File: src/hw/rtl/net_pkg.sv
// Shared types and constants for the note event tracker.
// Depends on nothing; net_cfg, net_dp, net_ctrl and note_event_tracker import it.
package net_pkg;

  // APB address width: eight 32-bit registers at byte offsets 4*i
  localparam int ADDR_W = 5;

  // Item kinds
  localparam logic [1:0] KIND_STIM = 2'd0;
  localparam logic [1:0] KIND_ON   = 2'd1;
  localparam logic [1:0] KIND_OFF  = 2'd2;

  // Register indexes
  typedef enum logic [2:0] {
    REG_GAP_LIMIT     = 3'd0,
    REG_MIN_DURATION  = 3'd1,
    REG_ATTACK_WINDOW = 3'd2,
    REG_EMIT_LEVEL    = 3'd3,
    REG_STIM_LEVEL    = 3'd4,
    REG_RISE_ABS      = 3'd5,
    REG_RISE_REL      = 3'd6,
    REG_BASE_NOTE     = 3'd7
  } reg_idx_e;

  typedef struct packed {
    logic [31:0] gap_limit;
    logic [31:0] min_duration;
    logic [31:0] attack_window;
    logic [15:0] emit_level_min;
    logic [15:0] stimulus_level_min;
    logic [15:0] rise_abs_min;
    logic [15:0] rise_rel_min;
    logic [6:0]  base_note;
  } cfg_t;

  // Controller to datapath
  typedef struct packed {
    logic take;         // input ready
    logic ram_re;       // read the entry of the current slot
    logic commit;       // write back the evaluated slot
    logic idx_inc;      // advance the sweep index
    logic load_status;  // load the closing status word
  } cmd_t;

  // Datapath to controller
  typedef struct packed {
    logic in_valid;
    logic go_one;       // stimulus for a slot in range
    logic go_sweep;     // turn-on or turn-off sweep
    logic idx_last;
    logic emit;         // evaluated slot produces a note word
    logic out_free;     // output register can take a word
  } sts_t;

endpackage

File: src/hw/rtl/net_cfg.sv
// APB register file holding the tracker thresholds and base note.
// Depends on net_pkg.
module net_cfg
  import net_pkg::*;
(
  input  logic              clk_i,
  input  logic              rst_ni,
  input  logic              psel,
  input  logic              penable,
  input  logic              pwrite,
  input  logic [ADDR_W-1:0] paddr,
  input  logic [31:0]       pwdata,
  output logic [31:0]       prdata,
  output logic              pready,
  output cfg_t              cfg_o
);

  cfg_t     cfg_q, cfg_d;
  reg_idx_e idx;

  assign idx    = reg_idx_e'(paddr[ADDR_W-1:2]);
  assign pready = 1'b1;

  // Decode writes
  always_comb begin
    cfg_d = cfg_q;
    if (psel && penable && pwrite) begin
      unique case (idx)
        REG_GAP_LIMIT:     cfg_d.gap_limit          = pwdata;
        REG_MIN_DURATION:  cfg_d.min_duration       = pwdata;
        REG_ATTACK_WINDOW: cfg_d.attack_window      = pwdata;
        REG_EMIT_LEVEL:    cfg_d.emit_level_min     = pwdata[15:0];
        REG_STIM_LEVEL:    cfg_d.stimulus_level_min = pwdata[15:0];
        REG_RISE_ABS:      cfg_d.rise_abs_min       = pwdata[15:0];
        REG_RISE_REL:      cfg_d.rise_rel_min       = pwdata[15:0];
        REG_BASE_NOTE:     cfg_d.base_note          = pwdata[6:0];
        default:           cfg_d = cfg_q;
      endcase
    end
  end

  // Read back
  always_comb begin
    unique case (idx)
      REG_GAP_LIMIT:     prdata = cfg_q.gap_limit;
      REG_MIN_DURATION:  prdata = cfg_q.min_duration;
      REG_ATTACK_WINDOW: prdata = cfg_q.attack_window;
      REG_EMIT_LEVEL:    prdata = {16'd0, cfg_q.emit_level_min};
      REG_STIM_LEVEL:    prdata = {16'd0, cfg_q.stimulus_level_min};
      REG_RISE_ABS:      prdata = {16'd0, cfg_q.rise_abs_min};
      REG_RISE_REL:      prdata = {16'd0, cfg_q.rise_rel_min};
      REG_BASE_NOTE:     prdata = {25'd0, cfg_q.base_note};
      default:           prdata = 32'd0;
    endcase
  end

  always_ff @(posedge clk_i or negedge rst_ni) begin
    if (!rst_ni) begin
      cfg_q.gap_limit          <= 32'd50;
      cfg_q.min_duration       <= 32'd50;
      cfg_q.attack_window      <= 32'd50;
      cfg_q.emit_level_min     <= 16'd0;
      cfg_q.stimulus_level_min <= 16'd0;
      cfg_q.rise_abs_min       <= 16'd0;
      cfg_q.rise_rel_min       <= 16'd256;
      cfg_q.base_note          <= 7'd21;
    end else begin
      cfg_q <= cfg_d;
    end
  end

  assign cfg_o = cfg_q;

endmodule

File: config.mk
export PLATFORM = sky130hd
export DESIGN_NAME = net_cfg
export DESIGN_NICKNAME = d
export VERILOG_FILES = /design/src/hw/rtl/net_pkg.sv /design/src/hw/rtl/net_cfg.sv
export SDC_FILE = /design/constraint.sdc
export NUM_CORES = 1
export LEC_CHECK = 0
export BUFFER_PORTS_ARGS = -buffer_cell sky130_fd_sc_hd__buf_2
export CAP_MARGIN = 20
export CELL_PAD_IN_SITES_DETAIL_PLACEMENT = 1
export CELL_PAD_IN_SITES_GLOBAL_PLACEMENT = 1
export CORE_UTILIZATION = 45
export CTS_BUF_LIST = sky130_fd_sc_hd__clkbuf_4 sky130_fd_sc_hd__clkbuf_8
export CTS_CLUSTER_SIZE = 16
export DETAILED_ROUTE_END_ITERATION = 8
export HOLD_SLACK_MARGIN = 0.03
export PLACE_DENSITY = 0.89
export SKIP_CTS_REPAIR_TIMING = 1
export SLEW_MARGIN = 5
export SYNTH_ARGS = -nofsm -noshare
export SYNTH_HDL_FRONTEND = slang
export SYNTH_SLANG_ARGS = --single-unit
File: constraint.sdc
create_clock -name clk_i -period 2 [get_ports clk_i]
set_input_delay 0 -clock clk_i [delete_from_list [all_inputs] [get_ports clk_i]]
set_output_delay 0 -clock clk_i [all_outputs]
set_load 0.1 [all_outputs]
* Yosys cells after proc, flatten, opt, wreduce, memory -nomap -nowiden
Index checks and enable logic that the tools add are counted.
Word-level totals: flip-flop bits (word level) 167, bits of input ports 42, output and inout port bits 200, word-level logic and storage cells 27
Operators by class: eq/ne operators 7, multiplexer cells 1, reductions and logical operators 11
Operators by type and width (count):
- $pmux 32 s8 | 1
- $reduce_and 2->1 | 8
- $eq 3x3->1 const B | 4
- $eq 3x2->1 const B | 2
- $eq 3x1->1 const B | 1
- $logic_not 3->1 | 1
- $logic_and 1x1->1 | 2

* Longest topological paths before layout
word-level depth 3, gate-level depth with buffers 6, gate-level depth less buffers 3

* Least setup slack after synthesis
No wires, ideal clock.
path type reg-to-output, start register cfg_q, in the netlist cfg_o[81], end output prdata[10], arrival 3.034 ns, required time 2.000 ns, slack -1.034 ns, stages on the path, launching flop included 4, buffers on the path 0, cell sequence dfrtp_1 > inv_1 > a221o_1 > a31oi_1
Between the ends: longest elaborated chain between the ends 1
RTL lines:
- start: declaration | RTL line net_cfg.sv:18 | cfg_t cfg_q, cfg_d;
- start signal: assignment | RTL line net_cfg.sv:68 | cfg_q <= cfg_d;
- $pmux 32 s8 | RTL line net_cfg.sv:44 | unique case (idx)
- end: declaration | RTL line net_cfg.sv:13 | output logic [31:0] prdata,
No other way between the ends.

* Worst setup path after layout
start register cfg_q, in the netlist cfg_o[47], end output prdata[8]
Same word-level chain as after synthesis.

==> flow_summary.yaml <==
setup_path:
  max_stage_delay_ns: 0.59
  required_ns: 2.00
  critPathKind: "register to output port"
  startpoint_type: "register"
  cp_num_buf_inv: 1
  cp_top_family: "compound AO/OA/AOI/OAI gates"
  end_kind: "output port"
  cp_slowest_cell: "a222oi_1"
  crit_fanout: 2
  worstPathArrival_ns: 2.09
  crit_chain: "mux2_2 > a222oi_1 > a21oi_4 > buf_12"
logic_synthesis:
  syn_inst: 578
  yosysSeqAreaShare_pct: 54.21
  synth_common_cells: "154 x dfrtp_1, 135 x mux2_2, 48 x mux2i_1, 33 x mux2_1, 22 x nand2_1"
  ys.warnings.count: 0
  synth_area_leaders: "dfrtp_1 50%, mux2_2 20%, mux2i_1 6.2%"
  yosysUniqueCellTypes: 38
  synth_area_leader_cell: "dfrtp_1"
  synth_ff_type: "dfrtp_1"
  syn_nets: 620
  yosysMostFrequentCell: "dfrtp_1"
  ys_async_sr_fraction_pct: 100.0
  synth.top_cell.area_share_pct: 49.80
  synth-seq-cells: 167
  synthesis.area_um2: 7739
  synth_edf_count: 0
  avgSynthCellArea_um2: 13.39
power:
  peakVddDrop_mv: 1.063
  total_power_mw: 15.23
  power_density_nw_per_um2: 1408
  p_leak_nw: 5.163
final_layout:
  area_delta_synth_final_pct: 39.79
  fin_util_pct: 64.77
  final_cells: 1095
  antenna_cells: 0
  nets: 904
  drive_gt1_share_pct: 59.20
  fin_area_um2: 10820
  largest_reg_flops: 167
  n_fill_cell: 1672
floorplanning:
  core_area_um2: 16700
  boundaryPins: 242
  fp.dieArea_um2: 17720
  dieHeight_um: 133.1
  num_rows: 47
  start_util_pct: 46.34
  die_width_um: 133.1
clocking:
  cts_sinks: 167
  cts_made_buffers: 17
  cts_max_level: 4
  clockRootBuffer: "clkbuf_8"
  cts.path.max_buffers: 2
  cts_tree: "built"
  clk_pin_slew_worst_paths_ns: 0.10
  clk_latency_ns: 0.46
sta:
  worst_slew_pin_slew_ns: 0.7187
  drv_slew: 0
  hold_viol_final: 0
  finClkSkew_ns: 0
  fmax_mhz: 478.6
  period_needed_ns: 2.089
  holdWs_ns: 0.07649
  setup_viol: 1
  setup_slack_ns: -0.08925
  finalCritPeriodShare_pct: 104.5
  fin_tns_setup_ns: -0.08925
  grt_setup_unrepaired: "true"
  slew_headroom_pct: 52.09
outcome:
  violations: "negative setup slack"
  outcome: "finished with violations"
routing:
  routed_wl_um: 26860
  drt_iter0_drc: 268
  drcViolationCount: 0
  wl_per_cell_um: 24.53
  via_per_inst: 5.652
  ant_nets: 0
  vias: 6189
  drt_first_pass_iters: 4
grt:
  gr-usage-met1_pct: 36.04
  grt_pass1_wl_um: 40450
  grtUsageMet3_pct: 8.371
  antenna_found_initial: 0
  grt_remaining_overflow: 0
  grt_max_degree: 60
  grt_pass1_vias: 6808
  top_usage_layer: "met2"
  grtUsageTotal_pct: 30.46
  use_met2_pct: 52.82
hold_path:
  min_path_type: "primary input to async pin"
placed_design:
  pre_cts_slack_ns: 0.1478
  hpwlAfterDp_um: 18650
  gp_congestion: 0.8878
  portBuffers: 238
  dpl_cell_area_um2: 10120
  place_inst: 1028
job:
  cap_violations: 0
-- cell usage in the layout, fill, tap and decap left out, types with 4 or more instances in the layout --
| cell type | Yosys | routed |
|---|---|---|
| a211oi_1 | 7 | 7 |
| a21oi_4 | 0 | 17 |
| a31oi_4 | 0 | 6 |
| buf_12 | 0 | 34 |
| buf_2 | 20 | 203 |
| buf_4 | 5 | 34 |
| clkbuf_8 | 0 | 18 |
| clkinv_4 | 0 | 5 |
| clkinvlp_4 | 0 | 4 |
| dfrtp_1 | 154 | 148 |
| dfrtp_2 | 0 | 6 |
| dfstp_2 | 13 | 13 |
| dlygate4sd3_1 | 0 | 33 |
| mux2_1 | 33 | 33 |
| mux2_2 | 135 | 135 |
| mux2i_1 | 48 | 48 |
| nand2_1 | 22 | 22 |
| nand2b_1 | 6 | 6 |
| nor2_1 | 9 | 9 |
| nor2_2 | 6 | 5 |
| nor2b_1 | 4 | 4 |
| nor3b_1 | 9 | 9 |
| o22a_2 | 0 | 7 |
| o22ai_1 | 7 | 7 |
| or2_2 | 19 | 19 |
-- routing by layer --
| metal | wire length (µm) | vias up | part of all wire [%] |
|---|---|---|---|
| li1 | - | 2667 | - |
| met1 | 10570 | 3194 | 39 |
| met2 | 13740 | 274 | 51 |
| met3 | 1837 | 54 | 6.8 |
| met4 | 715 | 0 | 2.7 |
| met5 | 0 | - | 0 |
-- cell type report --
class	count	area, µm²	area share (%)
multi-input combinational	368	3679	34.00
tap	220	275.3	2.545
sequential	167	4203	38.85
clock buffer	19	255.2	2.359
clock inverter	13	101.3	0.9368
inverter	3	11.26	0.1041
timing repair buffer	305	2293	21.20
-- kinds of logic (layout without fill, tap and decap cells) --
logic type	after synthesis	count (layout)	share of synthesized area (%)
other cells	1	1	0.04846
compound gates	62	62	5.578
buf+inv	43	340	2.652
simple gates	89	89	6.855
mux	216	216	30.65
flops	167	167	54.21
-- where the power goes --
group / switching (mW) / internal, mW
combinational: 6.74 / 1.60
clock: 1.31 / 0.915
sequential: 0.593 / 4.08
-- final timing paths --
| path | start | endpoint | slack (ns) | depth (start not counted) |
|---|---|---|---|---|
| max | cfg_o[47] | prdata[8] | -0.09 | 4 |
| min | rst_ni | cfg_o[91] | 0.08 | 2 |
| max reg2reg | cfg_o[144] | cfg_o[144] | 1.11 | 1 |
| min reg2reg | cfg_o[156] | cfg_o[156] | 0.52 | 1 |
| max in group asynchronous | rst_ni | cfg_o[0] | 1.15 | 3 |
| min in group clk_i | penable | cfg_o[23] | 0.24 | 5 |
Note: power is estimated with default switching activity, not from simulation.
