`src/hw/rtl/net_pkg.sv`:
```
// Shared types and constants for the note event tracker.
// Depends on nothing; net_cfg, net_dp, net_ctrl and note_event_tracker import it.
package net_pkg;

  // APB address width: eight 32-bit registers at byte offsets 4*i
  localparam int ADDR_W = 5;

  // Item kinds
  localparam logic [1:0] KIND_STIM = 2'd0;
  localparam logic [1:0] KIND_ON   = 2'd1;
  localparam logic [1:0] KIND_OFF  = 2'd2;

  // Register indexes
  typedef enum logic [2:0] {
    REG_GAP_LIMIT     = 3'd0,
    REG_MIN_DURATION  = 3'd1,
    REG_ATTACK_WINDOW = 3'd2,
    REG_EMIT_LEVEL    = 3'd3,
    REG_STIM_LEVEL    = 3'd4,
    REG_RISE_ABS      = 3'd5,
    REG_RISE_REL      = 3'd6,
    REG_BASE_NOTE     = 3'd7
  } reg_idx_e;

  typedef struct packed {
    logic [31:0] gap_limit;
    logic [31:0] min_duration;
    logic [31:0] attack_window;
    logic [15:0] emit_level_min;
    logic [15:0] stimulus_level_min;
    logic [15:0] rise_abs_min;
    logic [15:0] rise_rel_min;
    logic [6:0]  base_note;
  } cfg_t;

  // Controller to datapath
  typedef struct packed {
    logic take;         // input ready
    logic ram_re;       // read the entry of the current slot
    logic commit;       // write back the evaluated slot
    logic idx_inc;      // advance the sweep index
    logic load_status;  // load the closing status word
  } cmd_t;

  // Datapath to controller
  typedef struct packed {
    logic in_valid;
    logic go_one;       // stimulus for a slot in range
    logic go_sweep;     // turn-on or turn-off sweep
    logic idx_last;
    logic emit;         // evaluated slot produces a note word
    logic out_free;     // output register can take a word
  } sts_t;

endpackage

```
`src/hw/rtl/net_ctrl.sv`:
```
// Controller: sequences decode, slot read, evaluation and status per item.
// Depends on net_pkg.
module net_ctrl
  import net_pkg::*;
(
  input  logic clk_i,
  input  logic rst_ni,
  input  sts_t sts_i,
  output cmd_t cmd_o
);

  typedef enum logic [4:0] {
    S_IDLE   = 5'b00001,
    S_DECODE = 5'b00010,
    S_READ   = 5'b00100,
    S_EVAL   = 5'b01000,
    S_STATUS = 5'b10000
  } state_e;

  state_e state_q, state_d;

  always_comb begin
    state_d = state_q;
    cmd_o   = '0;
    unique case (state_q)
      S_IDLE: begin
        cmd_o.take = 1'b1;
        if (sts_i.in_valid) state_d = S_DECODE;
      end
      S_DECODE: begin
        state_d = (sts_i.go_one || sts_i.go_sweep) ? S_READ : S_STATUS;
      end
      S_READ: begin
        cmd_o.ram_re = 1'b1;
        state_d      = S_EVAL;
      end
      S_EVAL: begin
        // hold while a note word has no room
        if (!sts_i.emit || sts_i.out_free) begin
          cmd_o.commit = 1'b1;
          if (sts_i.go_sweep && !sts_i.idx_last) begin
            cmd_o.idx_inc = 1'b1;
            state_d       = S_READ;
          end else begin
            state_d = S_STATUS;
          end
        end
      end
      S_STATUS: begin
        if (sts_i.out_free) begin
          cmd_o.load_status = 1'b1;
          state_d           = S_IDLE;
        end
      end
      default: state_d = S_IDLE;
    endcase
  end

  always_ff @(posedge clk_i or negedge rst_ni) begin
    if (!rst_ni) begin
      state_q <= S_IDLE;
    end else begin
      state_q <= state_d;
    end
  end

endmodule

```
`config.mk`:
```
export PLATFORM = sky130hd
export DESIGN_NAME = net_ctrl
export DESIGN_NICKNAME = d
export VERILOG_FILES = /design/src/hw/rtl/net_pkg.sv /design/src/hw/rtl/net_ctrl.sv
export SDC_FILE = /design/constraint.sdc
export NUM_CORES = 1
export LEC_CHECK = 0
export ABC_AREA = 1
export BUFFER_PORTS_ARGS = -buffer_cell sky130_fd_sc_hd__buf_2
export CORE_AREA = 2 2 39 41
export CTS_CLUSTER_DIAMETER = 80
export DETAILED_ROUTE_END_ITERATION = 6
export DIE_AREA = 0 0 41 43
export SLEW_MARGIN = 20
export SYNTH_ARGS = -nofsm -noshare
export SYNTH_HDL_FRONTEND = slang
export SYNTH_SLANG_ARGS = --single-unit
```
`constraint.sdc`:
```
create_clock -name clk_i -period 1.3 [get_ports clk_i]
set_input_delay 0.195 -clock clk_i [delete_from_list [all_inputs] [get_ports clk_i]]
set_output_delay 0.195 -clock clk_i [all_outputs]
set_load 0.005 [all_outputs]
```
# ---- Word-level counts from Yosys, hierarchy flattened
# Index checks and enable logic that the tools add are counted.
dict set report totals {
  wordCells 28
  out_inout_bits 5
  ramBits 0
  mem_count 0
  latch_bits 0
  ff_bits 5
  inputBits 8
  rom_bits 0
}
dict set report classes {
  n_bitwise 0
  n_mux 13
  eq_ne 8
  add_sub_neg 0
  shift 0
  n_lt_le_gt_ge 0
  multipliers 0
  div_mod_pow 0
  n_reduce_logical 6
}
# op n
set op_table {}
lappend op_table {{two-way mux 5 bit} 5}
lappend op_table {{one-hot mux 5 bit (5 select lines)} 1}
lappend op_table {{!= test 2 bit, second input constant} 3}
lappend op_table {{equality test 5 x 1 -> 1 bit, second input constant} 1}
lappend op_table {{equality test 5 x 2 -> 1 bit, second input constant} 1}
lappend op_table {{equality test 5 x 3 -> 1 bit, second input constant} 1}
lappend op_table {{equality test 5 x 4 -> 1 bit, second input constant} 1}
lappend op_table {{equality test 5 bit, second input constant} 1}
lappend op_table {{two-way mux 1 bit} 5}
lappend op_table {{two-way mux 2 bit} 2}
lappend op_table {{AND reduction 3 bit} 1}
lappend op_table {{zero test 1 bit} 2}
lappend op_table {{logical OR 1 bit} 2}
lappend op_table {{logical AND 1 bit} 1}

# ---- Depth between registers and ports, before layout
# Gate-level depths: netlist of run 1.
dict set report logic_depth {
  word_depth 5
  ltp_mapped 7
  mapped_depth_nobuf 7
}

# ---- Worst setup path before layout of run 1
# No wires, ideal clock.
dict set report synth_timing {
  path_type {register to register}
  startpoint {register state_q[0]}
  endpoint {register state_q[4]}
  path_stages_with_launch 6
  setup_slack_ns 0.182
  arrival_ns 0.991
  setup_time_ns 0.127
  required_time_ns 1.173
  path_buffers 0
  period_less_slack_ns 1.118
  path_cell_list {dfstp_2 -> nand3_1 -> nor2_4 -> nand2_2 -> nand2_1 -> o21ai_1}
}
dict set report synth_via {
  elab_chain_len 3
  elab_cells_between_ends 10
  classes_between {eq/ne (8); mux (1); reduce/logical (1)}
}
# item line_no
set synth_lines {}
lappend synth_lines {{from (decl)} net_ctrl.sv:20} ;# state_e state_q, state_d;
lappend synth_lines {{from (signal assigned)} net_ctrl.sv:63} ;# state_q <= state_d;
lappend synth_lines {{equality test 5 x 4 -> 1 bit (tied with other cells)} net_ctrl.sv:25} ;# unique case (state_q)
lappend synth_lines {{!= test 2 bit (no source line)} --}
lappend synth_lines {{AND reduction 3 bit (no source line)} --}
# Several ways; a longest one is shown, not always the timed one.
# A chain may end at the register's enable or synchronous reset.

==> results of run 1 <==
worst max-delay path, cell delays in order, from the launching register on:
cell and delay, ps:
dfrtp_1 410, inv_2 150, nand2_4 70, nor2_4 120
nand3_2 80, nor2_1 80, buf_2 110
layout make-up:
class | instances | share of cell area
repair buffers | 20 | 0.206
flip-flops and latches | 5 | 0.198
well taps | 16 | 0.0311
multi-input cells | 41 | 0.438
clock buffers | 4 | 0.0409
inverters | 14 | 0.0856
cells by family after synthesis:
logic type / synth area share
and+or+nand+nor: 0.512
buffers and inverters: 0.145
DFF: 0.292
AOI/OAI and AO/OA: 0.0520
Yosys cell counts:
library cell and instances:
inv_1 10, nor2_1 9, nand2_1 8, dfrtp_1 4, nor2_4 4, nand3_1 3
nand4_1 3, nor2_2 3, inv_2 2, nand2_2 2, nand2_4 2, nand3_2 2
o21ai_1 2, buf_4 1, clkinv_1 1, dfstp_2 1, inv_4 1, nor3_1 1
o21ai_0 1, o21bai_1 1
stage by stage:
stage          setup TNS [ps]  setup slack (ps)  hold WS (ps)  std cells  cell area, sq um
6_report                 -579              -151           310        100               643
4_1_cts                  -480              -155           287         97               582
5_1_grt                 -1200              -215           324        100               643
3_3_place_gp                0               121          15.9         88               505
2_1_floorplan               0               182          -101         61               433
3_5_place_dp                0               101          18.4         88               505
where the power goes:
part | internal [mW] | switching, mW | leakage (nW)
Clock | 0.116 | 0.0654 | 0.0150
Combinational | 0.308 | 0.346 | 0.272
Sequential | 0.215 | 0.0674 | 0.0630
path summary, 6_finish.rpt:
kind                         endpoint  slack (ps)  depth (start not counted)
setup / recovery             cmd_o[1]        -150                          6
hold / removal             state_q[1]         310                          2
setup reg to reg           state_q[0]         -50                          8
hold reg to reg            state_q[3]         640                          3
max in group asynchronous  state_q[0]         780                          2
min in group clk_i         state_q[3]         320                          4
metal layers:
layer / vias up / wire (um)
li1: 232 / -
met1: 202 / 428
met2: 6 / 618
met3: 2 / 35
met4: 0 / 17
met5: - / 0
repair_timing:
item	CTS	global route
setup endpoints to repair	5	9
hold endpoints to repair	5	0
pin swaps	4	10
gates cloned	0	0
hold buffers	1	0
resized for setup	3	10
setup buffers	4	3
==> out/results.tsv, run 1 <==
stage	metric	value	unit
layout	multiInputGateArea	282	sq um
yosys	ys_ff_latch	5	
outcome	violations	setup timing	
critical_path	crit_fanout	6	
place	gp_congestion	0.676	
layout	nFillCells	145	
critical_path	arrival	1260	ps
layout	num_antenna_cells	0	
clocking	clk_latency	250	ps
yosys	syn_inst	61	
global_route	grt_pass1_wl	1.71	mm
critical_path	cp-startpoint	state_q[4]	
yosys	synth_top_area_frac	0.231	
global_route	grt.overflow.total	0	
clocking	numCtsBuffers	3	
global_route	antenna_found_initial	0	
drt	drt.antenna.violating_nets	0	
timing	hold_violations	0	
yosys	syn_area	433	sq um
run	cap_viol_max_count	0	
floorplan	die_width	41	um
place	hpwl	754	um
timing	relSlewSlack	0.768	
clocking	cts.path.max_buffers	2	
pwr	p_leak	0.350	nW
critical_path	worstReg2RegStart	state_q[0]	
drt	drtPass1Iterations	3	
global_route	grt_pass1_vias	426	
critical_path	endpoint_kind	output pin	
timing	worst_pin_slew	347	ps
floorplan	coreArea	1380	sq um
yosys	syn_area_per_cell	7.10	sq um
timing	clock_skew	3.11	ps
floorplan	start_util	0.313	
drt	vias	442	
layout	layout_common_cells	buf_2, inv_1, nand2_1	
timing	fin_crit_sh	1.12	
pwr	max-vdd-ir-drop	0.000607	V
drt	wl_per_cell	11.0	um
clocking	cts.htree.levels	1	
critical_path	cp_data_required_time	1110	ps
timing	setup_slack	-151	ps
layout	regMostFlops	state_q	
outcome	run_status	finished with violations	
timing	fin_crit	1450	ps
critical_path	worstSetupPathType	reg -> out	
clocking	path_clk_slew	40	ps
global_route	met1_usage	0.156	
layout	largest_reg_flops	5	
timing	timing.fmax	689	MHz
global_route	grt_usage	0.148	
drt	wirelength	1.10	mm
timing	setup_viol	9	
yosys	ys_top_cells_by_area	dfrtp_1, nor2_4, inv_1	
floorplan	ios	13	
global_route	met3_usage	0.0471	
timing	maxSlewViolCount	0	
drt	first_iter_violations	4	
drt	viasPerCell	4.42	
pwr	totalPowerFinal	1.12	mW
global_route	gr-max-usage-layer	met2	
layout	areaGrowthSynthToFinish	48.6	%
floorplan	die_area	1760	sq um
yosys	synth_fp_nets	69	
floorplan	die_h	43	um
global_route	grt_start_max_net_pins	7	
place	port_buffers	12	
critical_path	critPathLaunchType	register	
global_route	grtUsageMet2	0.244	
yosys	synth_top_cell_by_area	dfrtp_1	
yosys	ys_warn_count	0	
layout	final_nets	93	
timing	rsz0062_at_grt	true	
pwr	cellPowerDensity	1740	nW/um^2
layout	ff_latch_area	128	sq um
worst_hold_path	hold_class	in -> async	
layout	top_regs	state_q x5	
yosys	ys_types	20	
drt	drcViolationCount	0	
layout	final_common_cell	buf_2	
clocking	cts_num_sinks	5	
clocking	cts-root-buf	clkbuf_4	
layout	utilization	0.465	
yosys	ys_seq_area_frac	0.292	
layout	drive_gt1_frac	0.536	
floorplan	rows	14	
clocking	cts_tree	built	
(Power assumes the default switching activity.)
==> inputs of run 2 (changes only) <==
Settings changed: CELL_PAD_IN_SITES_DETAIL_PLACEMENT from default to 0, CELL_PAD_IN_SITES_GLOBAL_PLACEMENT from default to 1, CORE_AREA 2 2 39 41 to 2 2 40 42, DIE_AREA 0 0 41 43 to 0 0 42 44, MAX_ROUTING_LAYER from default to met4, PLACE_DENSITY_LB_ADDON from default to 0.1.
==> run 2 against run 1 <==
The run still ends with setup timing left. Critical path depth unchanged. Clock-buffer cell count unchanged. Clock power about the same. Non-clock buffer count up 6. Die area up 4.8%. Register-to-register slack better by 30 ps. Via count up 7.2%. Wire length down 1.3%. Design area up 7.0%.
==> out/results.tsv, run 2 (synthesis gave the netlist of run 1 again) <==
stage	metric	value	unit	change
outcome	run_status	finished with violations		unchanged
outcome	violations	setup timing		unchanged
layout	multiInputGateArea	277	sq um	was 282 sq um
layout	layout_common_cells	buf_2, inv_1, buf_4		was buf_2, inv_1, nand2_1
layout	final_common_cell	buf_2		unchanged
timing	relSlewSlack	0.820		was 0.768
timing	fin_crit_sh	1.11		was 1.12
place	hpwl	753	um	was 754 um
critical_path	regToRegEndpoint	state_q[0]		unchanged
critical_path	slowest_stage	dfstp_2		was dfrtp_1
worst_hold_path	hold_class	in -> async		unchanged
layout	drive_gt1_frac	0.578		was 0.536
place	dp.cells	88		unchanged
critical_path	cp_slowest_stage_delay	390	ps	was 410 ps
drt	wl_per_cell	10.2	um	was 11.0 um
floorplan	coreArea	1420	sq um	was 1380 sq um
clocking	clk_latency	240	ps	was 250 ps
timing	worst_pin_slew	269	ps	was 347 ps
global_route	grt_start_max_net_pins	6		was 7
floorplan	rows	14		unchanged
pwr	max-vdd-ir-drop	0.000596	V	was 0.000607 V
layout	areaGrowthSynthToFinish	59.0	%	was 48.6%
timing	fin_crit	1440	ps	was 1450 ps
critical_path	crit_fanout	3		was 6
layout	final_area	688	sq um	was 643 sq um
layout	final_nets	99		was 93
floorplan	die_h	44	um	was 43 um
clocking	cts_num_sinks	5		unchanged
global_route	grt_pass1_wl	1.86	mm	was 1.71 mm
drt	vias	474		was 442
timing	timing.fmax	692	MHz	was 689 MHz
clocking	path_clk_slew	40	ps	about the same
run	cap_viol_max_count	0		unchanged
timing	maxSlewViolCount	0		unchanged
floorplan	start_util	0.305		was 0.313
layout	num_antenna_cells	0		unchanged
drt	drtPass1Iterations	2		was 3
drt	drcViolationCount	0		unchanged
critical_path	endpoint_kind	output pin		unchanged
critical_path	cp_data_required_time	1110	ps	about the same
clocking	cts.path.max_buffers	2		unchanged
global_route	grt_usage	0.140		was 0.148
pwr	cellPowerDensity	1760	nW/um^2	was 1740 nW/um^2
global_route	antenna_found_initial	0		unchanged
pwr	p_leak	0.372	nW	was 0.350 nW
clocking	cts_tree	built		unchanged
layout	largest_reg_flops	5		unchanged
critical_path	cpMostUsedCell	nor2_4		
layout	regMostFlops	state_q		unchanged
drt	drt.antenna.violating_nets	0		unchanged
drt	viasPerCell	4.47		was 4.42
timing	setup_viol	6		was 9
layout	stdcell_count	106		was 100
critical_path	rrSetupSlack	-20	ps	was -50 ps
critical_path	path_cells	nor2_4, nand2_4, nor2_4, nand3_2, nor2_2, buf_2		was inv_2, nand2_4, nor2_4, nand3_2, nor2_1, buf_2
place	gp_congestion	0.718		was 0.676
critical_path	arrival	1250	ps	was 1260 ps
critical_path	cp-startpoint	state_q[0]		was state_q[4]
drt	wirelength	1.09	mm	was 1.10 mm
layout	nFillCells	153		was 145
global_route	grt.overflow.total	0		unchanged
timing	setup_slack	-145	ps	was -151 ps
global_route	grt_pass1_vias	475		was 426
floorplan	ios	13		unchanged
critical_path	worstReg2RegStart	state_q[0]		unchanged
timing	clock_skew	3.46	ps	was 3.11 ps
clocking	cts-root-buf	clkbuf_4		unchanged
clocking	cts.htree.levels	1		unchanged
critical_path	worst-r2r-cell-count	8		unchanged
floorplan	die_width	42	um	was 41 um
timing	hold_violations	0		unchanged
drt	first_iter_violations	3		was 4
layout	top_regs	state_q x5		unchanged
floorplan	die_area	1850	sq um	was 1760 sq um
critical_path	worstSetupPathType	reg -> out		unchanged
clocking	numCtsBuffers	3		unchanged
critical_path	critPathLaunchType	register		unchanged
timing	rsz0062_at_grt	true		unchanged
place	dpl-instance-area	505	sq um	unchanged
timing	setup_tns	-456	ps	was -579 ps
layout	ff_latch_area	128	sq um	unchanged
place	port_buffers	12		unchanged
==> run 2: cell types whose count changed in the layout (fill, tap and decap cells not counted) <==
cell / delta
o21ai_0: +1
o21ai_1: -1
buf_4: +3
buf_2: +1
nand3_2: +1
nor2_2: +1
buf_6: +2
nand2_4: +1
nand3_4: -1
nand2_1: -1
nor2_4: -1
==> run 2: cell type report <==
cell class,count,area share
multi-input cells,41,0.402
repair buffers,26,0.265
flip-flops and latches,5,0.185
inverters,14,0.0800
clock buffers,4,0.0382
well taps,16,0.0291
==> run 2: how the worst max path moves through the flow <==
stage	end	slack (ps)	cells after the start
after floorplan	state_q[4]	180	5
after global placement	cmd_o[1]	100	6
after detailed placement	cmd_o[1]	80	6
after CTS	cmd_o[1]	-170	6
after global routing	cmd_o[1]	-200	6
final	cmd_o[1]	-140	6
==> run 2: critical path: cells and delay by family (launching register included) <==
family	cells	cell delay [ps]
simple gates	5	510
flops	1	390
buf+inv	1	110
==> run 2: timing repair <==
item	CTS	global route
endpoints found under the setup margin	5	7
resized for setup	6	8
endpoints found under the hold margin	5	0
buffers inserted	9	4
pin swaps	3	7
hold buffers	1	0
==> run 2: metrics by stage <==
| stage | total power [mW] | setup WS, ps | hold WS (ps) | util |
|---|---|---|---|---|
| 2_1_floorplan | 0.623 | 182 | -101 | - |
| 3_3_place_gp | 0.739 | 99.3 | 14.7 | 0.356 |
| 3_5_place_dp | 0.731 | 80.4 | 13.4 | 0.356 |
| 4_1_cts | 1.10 | -173 | 291 | 0.444 |
| 5_1_grt | 1.32 | -202 | 302 | 0.485 |
| 6_report | 1.21 | -145 | 292 | 0.485 |
==> run 2: routing by layer <==
metal	GRT usage	vias to the layer above	wire, um
met4	0.0581	0	8
met1	0.145	219	455
met5	-	-	0
li1	-	245	-
met2	0.259	8	597
met3	0.0250	2	23
==> run 2: report_power, final <==
part | switching [mW] | internal [mW]
clock | 0.0657 | 0.116
combinational | 0.373 | 0.383
sequential | 0.0595 | 0.215
total | 0.498 | 0.714
==> inputs of run 3 (changes only) <==
Settings changed: CELL_PAD_IN_SITES_DETAIL_PLACEMENT 0 to 2, CELL_PAD_IN_SITES_GLOBAL_PLACEMENT 1 to 2, CORE_AREA 2 2 40 42 to 2 2 45 47, DIE_AREA 0 0 42 44 to 0 0 47 49.
==> run 3 against run 2 <==
The run still ends with setup timing left. Sequential cell count stayed put. Wire length is 22% higher. Hold slack worse by 6.7 ps. Non-clock buffer count is 2 lower. First-iteration DRC count is 100% higher. Global-route usage is 0.85 points lower. Sequential share of layout area is 0.17 points higher.
==> out/results.tsv, run 3 (synthesis gave the netlist of run 1 again) <==
stage	metric	value	unit	change
layout	utilization	0.370		was 0.485
drt	drt.antenna.violating_nets	0		unchanged
drt	drtPass1Iterations	5		was 2
critical_path	path_depth	5		was 6
clocking	path_clk_slew	50	ps	was 40 ps
place	port_buffers	12		unchanged
critical_path	rrSetupSlack	-80	ps	was -20 ps
global_route	grt_start_max_net_pins	6		unchanged
critical_path	endpoint_kind	output pin		unchanged
drt	wirelength	1.32	mm	was 1.09 mm
critical_path	worstSetupPathType	reg -> out		unchanged
timing	rsz0062_at_grt	true		unchanged
critical_path	critPathLaunchType	register		unchanged
critical_path	cp_slowest_stage_delay	570	ps	was 390 ps
timing	maxSlewViolCount	0		unchanged
clocking	cts.htree.levels	1		unchanged
clocking	cts_num_sinks	5		unchanged
place	hpwl	991	um	was 753 um
drt	first_iter_violations	6		was 3
critical_path	critPathTopFamily	flip-flops		was simple AND/OR/NAND/NOR gates
layout	final_common_cell	buf_2		unchanged
floorplan	die_area	2300	sq um	was 1850 sq um
clocking	cts.path.max_buffers	2		unchanged
pwr	max-vdd-ir-drop	0.000700	V	was 0.000596 V
drt	viasPerCell	4.21		was 4.47
critical_path	arrival	1260	ps	was 1250 ps
timing	setup_slack	-157	ps	was -145 ps
critical_path	path_cells	nor2_4, buf_4, nand3_1, nor2_1, buf_2		was nor2_4, nand2_4, nor2_4, nand3_2, nor2_2, buf_2
floorplan	start_util	0.235		was 0.305
layout	largest_reg_flops	5		unchanged
run	cap_viol_max_count	0		unchanged
timing	timing.fmax	686	MHz	was 692 MHz
floorplan	ios	13		unchanged
drt	wl_per_cell	11.5	um	was 10.2 um
floorplan	die_h	49	um	was 44 um
pwr	totalPowerFinal	1.16	mW	was 1.21 mW
floorplan	die_width	47	um	was 42 um
layout	top_regs	state_q x5		unchanged
critical_path	worst-r2r-cell-count	8		unchanged
floorplan	coreArea	1840	sq um	was 1420 sq um
global_route	grt_pass1_vias	510		was 475
layout	multiInputGateArea	279	sq um	was 277 sq um
timing	clock_skew	4.75	ps	was 3.46 ps
global_route	antenna_found_initial	0		unchanged
critical_path	crit_fanout	3		unchanged
layout	final_nets	97		was 99
place	gp_congestion	0.759		was 0.718
clocking	cts_tree	built		unchanged
critical_path	regToRegEndpoint	state_q[0]		unchanged
layout	drive_gt1_frac	0.557		was 0.578
clocking	clk_latency	250	ps	was 240 ps
drt	vias	484		was 474
layout	nFillCells	240		was 153
layout	num_antenna_cells	0		unchanged
floorplan	rows	16		was 14
critical_path	worstReg2RegStart	state_q[0]		unchanged
critical_path	slowest_stage	dfstp_2		unchanged
pwr	p_leak	0.357	nW	was 0.372 nW
timing	worst_pin_slew	266	ps	was 269 ps
layout	ff_latch_area	128	sq um	unchanged
outcome	violations	setup timing		unchanged
pwr	cellPowerDensity	1690	nW/um^2	was 1760 nW/um^2
layout	layout_common_cells	buf_2, buf_4, inv_1, nor2_1, nand2_1		was buf_2, inv_1, buf_4
worst_hold_path	hold_class	in -> async		unchanged
outcome	run_status	finished with violations		unchanged
timing	setup_tns	-814	ps	was -456 ps
critical_path	cp_data_required_time	1110	ps	about the same
global_route	grt.overflow.total	0		unchanged
clocking	numCtsBuffers	3		unchanged
critical_path	critPathCapture	cmd_o[0]		was cmd_o[1]
layout	regMostFlops	state_q		unchanged
global_route	grt_usage	0.132		was 0.140
global_route	grt_pass1_wl	2.09	mm	was 1.86 mm
timing	relSlewSlack	0.822		was 0.820
timing	fin_crit	1460	ps	was 1440 ps
critical_path	cp-startpoint	state_q[0]		unchanged
timing	hold_violations	0		unchanged
timing	fin_crit_sh	1.12		was 1.11
timing	setup_viol	10		was 6
critical_path	crit_buf_inv	2		was 1
layout	areaGrowthSynthToFinish	57.5	%	was 59.0%
clocking	cts-root-buf	clkbuf_4		unchanged
drt	drcViolationCount	0		unchanged
run 3: through the flow:
step	instance area, sq um	hold slack [ps]	instances	worst slack [ps]
2_1_floorplan	433	-101	61	182
3_5_place_dp	519	17.1	99	48.0
4_1_cts	617	285	111	-187
5_1_grt	682	309	115	-231
3_3_place_gp	519	18.3	99	95.2
6_report	682	286	115	-157
run 3: power breakdown:
part	switching, mW	internal [mW]	total [mW]
registers	0.0645	0.216	0.280
clock network	0.0728	0.117	0.190
logic	0.372	0.314	0.686
total	0.509	0.647	1.16
run 3: repair_timing:
| action | 4_1_cts | 5_1_grt |
|---|---|---|
| endpoints found under the setup margin | 5 | 9 |
| endpoints found under the hold margin | 5 | 0 |
| hold buffers | 1 | 0 |
| pin swaps | 5 | 5 |
| setup buffers | 7 | 4 |
| resized for setup | 3 | 9 |
run 3: layer usage:
layer  track usage  part of all wire  vias to the layer above
met5             -                 0                        -
li1              -                 -                      241
met4        0.0556             0.018                        0
met3        0.0333             0.048                        2
met2         0.196              0.53                       12
met1         0.165              0.41                      229
run 3: worst min path at each step:
stage | to | slack, ps | cells past startpoint
CTS | state_q[3] | 290 | 2
detailed placement | state_q[1] | 20 | 1
global route | state_q[3] | 310 | 2
finish | state_q[3] | 290 | 2
global placement | state_q[1] | 20 | 1
floorplan | state_q[1] | -100 | 0
run 3: layout make-up:
| type | instances | area share |
|---|---|---|
| clock buffers | 4 | 0.0385 |
| flip-flops and latches | 5 | 0.187 |
| inverters | 14 | 0.0807 |
| well taps | 27 | 0.0495 |
| multi-input cells | 41 | 0.409 |
| repair buffers | 24 | 0.235 |
